File: config.mk
export PLATFORM = sky130hd
export DESIGN_NAME = lc3x_ram
export DESIGN_NICKNAME = d
export VERILOG_FILES = /design/src/hdl/lc3x_ram.sv
export SDC_FILE = /design/constraint.sdc
export NUM_CORES = 1
export LEC_CHECK = 0
export BUFFER_PORTS_ARGS = -buffer_cell sky130_fd_sc_hd__buf_2
export CAP_MARGIN = 20
export CORE_UTILIZATION = 59
export DETAILED_ROUTE_END_ITERATION = 6
export PLACE_DENSITY = 0.78
export SLEW_MARGIN = 15
export SYNTH_ARGS = -nofsm -noshare
export SYNTH_HDL_FRONTEND = slang
export SYNTH_SLANG_ARGS = --single-unit
File: constraint.sdc
create_clock -name i_clk -period 2.2 [get_ports i_clk]
set_input_delay 0.22 -clock i_clk [delete_from_list [all_inputs] [get_ports i_clk]]
set_output_delay 0.22 -clock i_clk [all_outputs]
set_load 0.03 [all_outputs]
File: src/hdl/lc3x_ram.sv
`default_nettype none

module lc3x_ram #(
    parameter int unsigned WIDTH = 16,
    parameter int unsigned DEPTH = 8
) (
    input  wire logic                     i_clk,
    input  wire logic                     i_we,
    input  wire logic [$clog2(DEPTH)-1:0] i_waddr,
    input  wire logic [WIDTH-1:0]         i_wdata,
    input  wire logic                     i_re,
    input  wire logic [$clog2(DEPTH)-1:0] i_raddr,
    output logic      [WIDTH-1:0]         o_rdata
);

    logic [WIDTH-1:0] r_mem [DEPTH];
    logic [WIDTH-1:0] r_rdata;

    always_ff @(posedge i_clk) begin
        if (i_we) begin
            r_mem[i_waddr] <= i_wdata;
        end
        if (i_re) begin
            r_rdata <= r_mem[i_raddr];
        end
    end

    assign o_rdata = r_rdata;

endmodule

`default_nettype wire

==> qor.yml <==
die:
  die_width_um: 98.1
  core_um2: 8850
  io_pins: 41
  start_util: 0.616
  die_h_um: 98.1
  die_area_um2: 9630
  num_rows: 34
setup_path:
  critPathMaxFanout: 1
  cp.arrival_ns: 1.69
  r2r_slack_ns: 0.76
  r2r-end: "o_rdata[6]"
  timing.rr.start: "r_mem[6][6]"
  worst-r2r-cell-count: 2
  critPathLaunchType: "flop"
  crit_required_ns: 2.45
  crit_type: "reg -> reg"
  cp-startpoint: "r_mem[6][6]"
  critPathCaptureType: "flop"
  crit_end: "o_rdata[6]"
route:
  drt_iter0_drc: 204
  ant_nets: 0
  drcViolationCount: 1
  routed_wl_mm: 8.95
  wire_per_inst_um: 21.8
  dr.pass1.iters: 7
  num_vias: 2420
  via_per_inst: 5.89
min_path:
  hp-start: "i_re"
  whs_path_depth: 1
  min_path_type: "in -> reg"
power_and_ir_drop:
  power_density_nw_per_um2: 930
  p_leak_nw: 2.28
  vdd_drop_max_uv: 639
global_routing:
  antenna_found_initial: 0
  grt_usage: 0.208
  grt_max_degree: 33
  grt_pass1_wl_mm: 14.0
  grt_pass1_vias: 2588
  grt_overflow: 0
synthesis:
  postSynthCellCount: 214
  ys_seq_elements: 144
  synth_area_um2: 5450
  yosysUniqueCellTypes: 11
  synth.largest_area_cell: "edfxtp_1"
  postSynthAreaPerCell_um2: 25.5
  yosysWarnings: 0
  syn_nets: 239
  synth_area_leaders: "edfxtp_1 (79%), mux4_1 (13%), mux2_2 (3.3%), mux4_2 (1.7%), buf_6 (0.83%)"
  yosysSeqAreaShare: 0.793
  synth_top_area_share: 0.793
sta:
  final.setup.tns_ns: 0
  finalWorstPathRequiredPeriod_ns: 1.44
  rsz0062_at_grt: "no"
  finalHoldViolCount: 0
  fin_skew_ns: 0.00433
  worst_pin_slew_ns: 0.481
  setup_viol: 0
  whs_ns: 0.201
  finalCritPeriodShare: 0.654
  max_freq_mhz: 695
  maxSlewViolCount: 0
  max_slew_margin: 0.679
placement:
  dp.cells: 364
  place.gp.congestion: 0.665
  place_hpwl_mm: 4.78
  placed_area_um2: 5850
  port_buffers: 40
cts:
  numCtsBuffers: 17
  path_clk_slew_ns: 0.06
  clockBufferDepth: 2
  root_buffer: "clkbuf_8"
  htree_levels: 4
  cts_tree: "yes"
  cts.sinks: 144
  post-cts-setup-buffer-count: 0
  insertion_delay_ns: 0.51
flow_run:
  max_cap_viol_count: 0
layout:
  nNetsFinal: 316
  design_area_um2: 6560
  final_common_cell: "edfxtp_1"
  antenna_cells: 0
  final_cell_mix: "edfxtp_1 (144), buf_2 (40), mux4_1 (28)"
  syn_to_final_growth_pct: 20.2
  layoutNonFillerInstCount: 411
  layout-drive-gt1-share: 0.327
run_status:
  failed_checks: "design-rule violations"
  status: "complete, but fails checks"
worst min-delay path by stage:
stage	to	slack, ns
3_5_place_dp	r_mem[2][13]	0.49
4_1_cts	o_rdata[1]	0.19
2_1_floorplan	r_mem[0][0]	0.32
6_report	o_rdata[1]	0.20
3_3_place_gp	r_mem[7][10]	0.48
5_1_grt	o_rdata[1]	0.20
critical path: stages, from the launching register on:
cell	delay [ns]
edfxtp_1	0.38
mux4_1	0.52
mux2_2	0.28
flip-flops by register name (all words and copies together), names as in the netlist:
| signal | count |
|---|---|
| r_mem | 128 |
| o_rdata | 16 |
per-layer routing:
metal | up-vias | wire length, µm | part of all wire | global-route usage
met5 | - | 0 | 0 | 0
met4 | 0 | 108 | 0.012 | 0.0689
met3 | 10 | 343 | 0.038 | 0.0580
met2 | 62 | 4560 | 0.51 | 0.336
met1 | 1258 | 3940 | 0.44 | 0.280
li1 | 1090 | - | - | -
cell families after synthesis:
family | Yosys count | synth area share
mux | 48 | 0.184
simple gates | 13 | 0.0108
flops | 144 | 0.793
buf+inv | 9 | 0.0119
cells in the mapped netlist (all sizes together):
cell type and number:
buf 8, nand2 2, nor2 6, mux4 32, nand2b 3, edfxtp 144, nor3 2, clkbuf 1
mux2 16
metrics by stage:
step | utilization | worst slack [ns] | total power, mW
2_1_floorplan | - | 0.257 | 3.42
3_3_place_gp | 0.662 | 0.367 | 3.53
3_5_place_dp | 0.662 | 0.308 | 3.55
4_1_cts | 0.741 | 0.751 | 6.15
5_1_grt | 0.741 | 0.732 | 6.28
6_report | 0.741 | 0.761 | 6.10
cell type report:
class	instances	area, µm²
clock buffer	19	422
clock inverter	12	119
fill	502	2290
multi-input combinational	61	1070
sequential	144	4320
tap	108	135
timing repair buffer	67	480
power breakdown:
part,total [mW],switching [mW],internal [mW]
clock network,2.59,0.999,1.59
logic,0.352,0.191,0.161
registers,3.16,0.0221,3.14
total,6.10,1.21,4.89
what timing repair did:
item,in CTS,in global routing
gates resized for setup,0,0
hold buffers,16,0
endpoints found under the hold margin,128,0
Note: power is estimated with default switching activity, not from simulation.
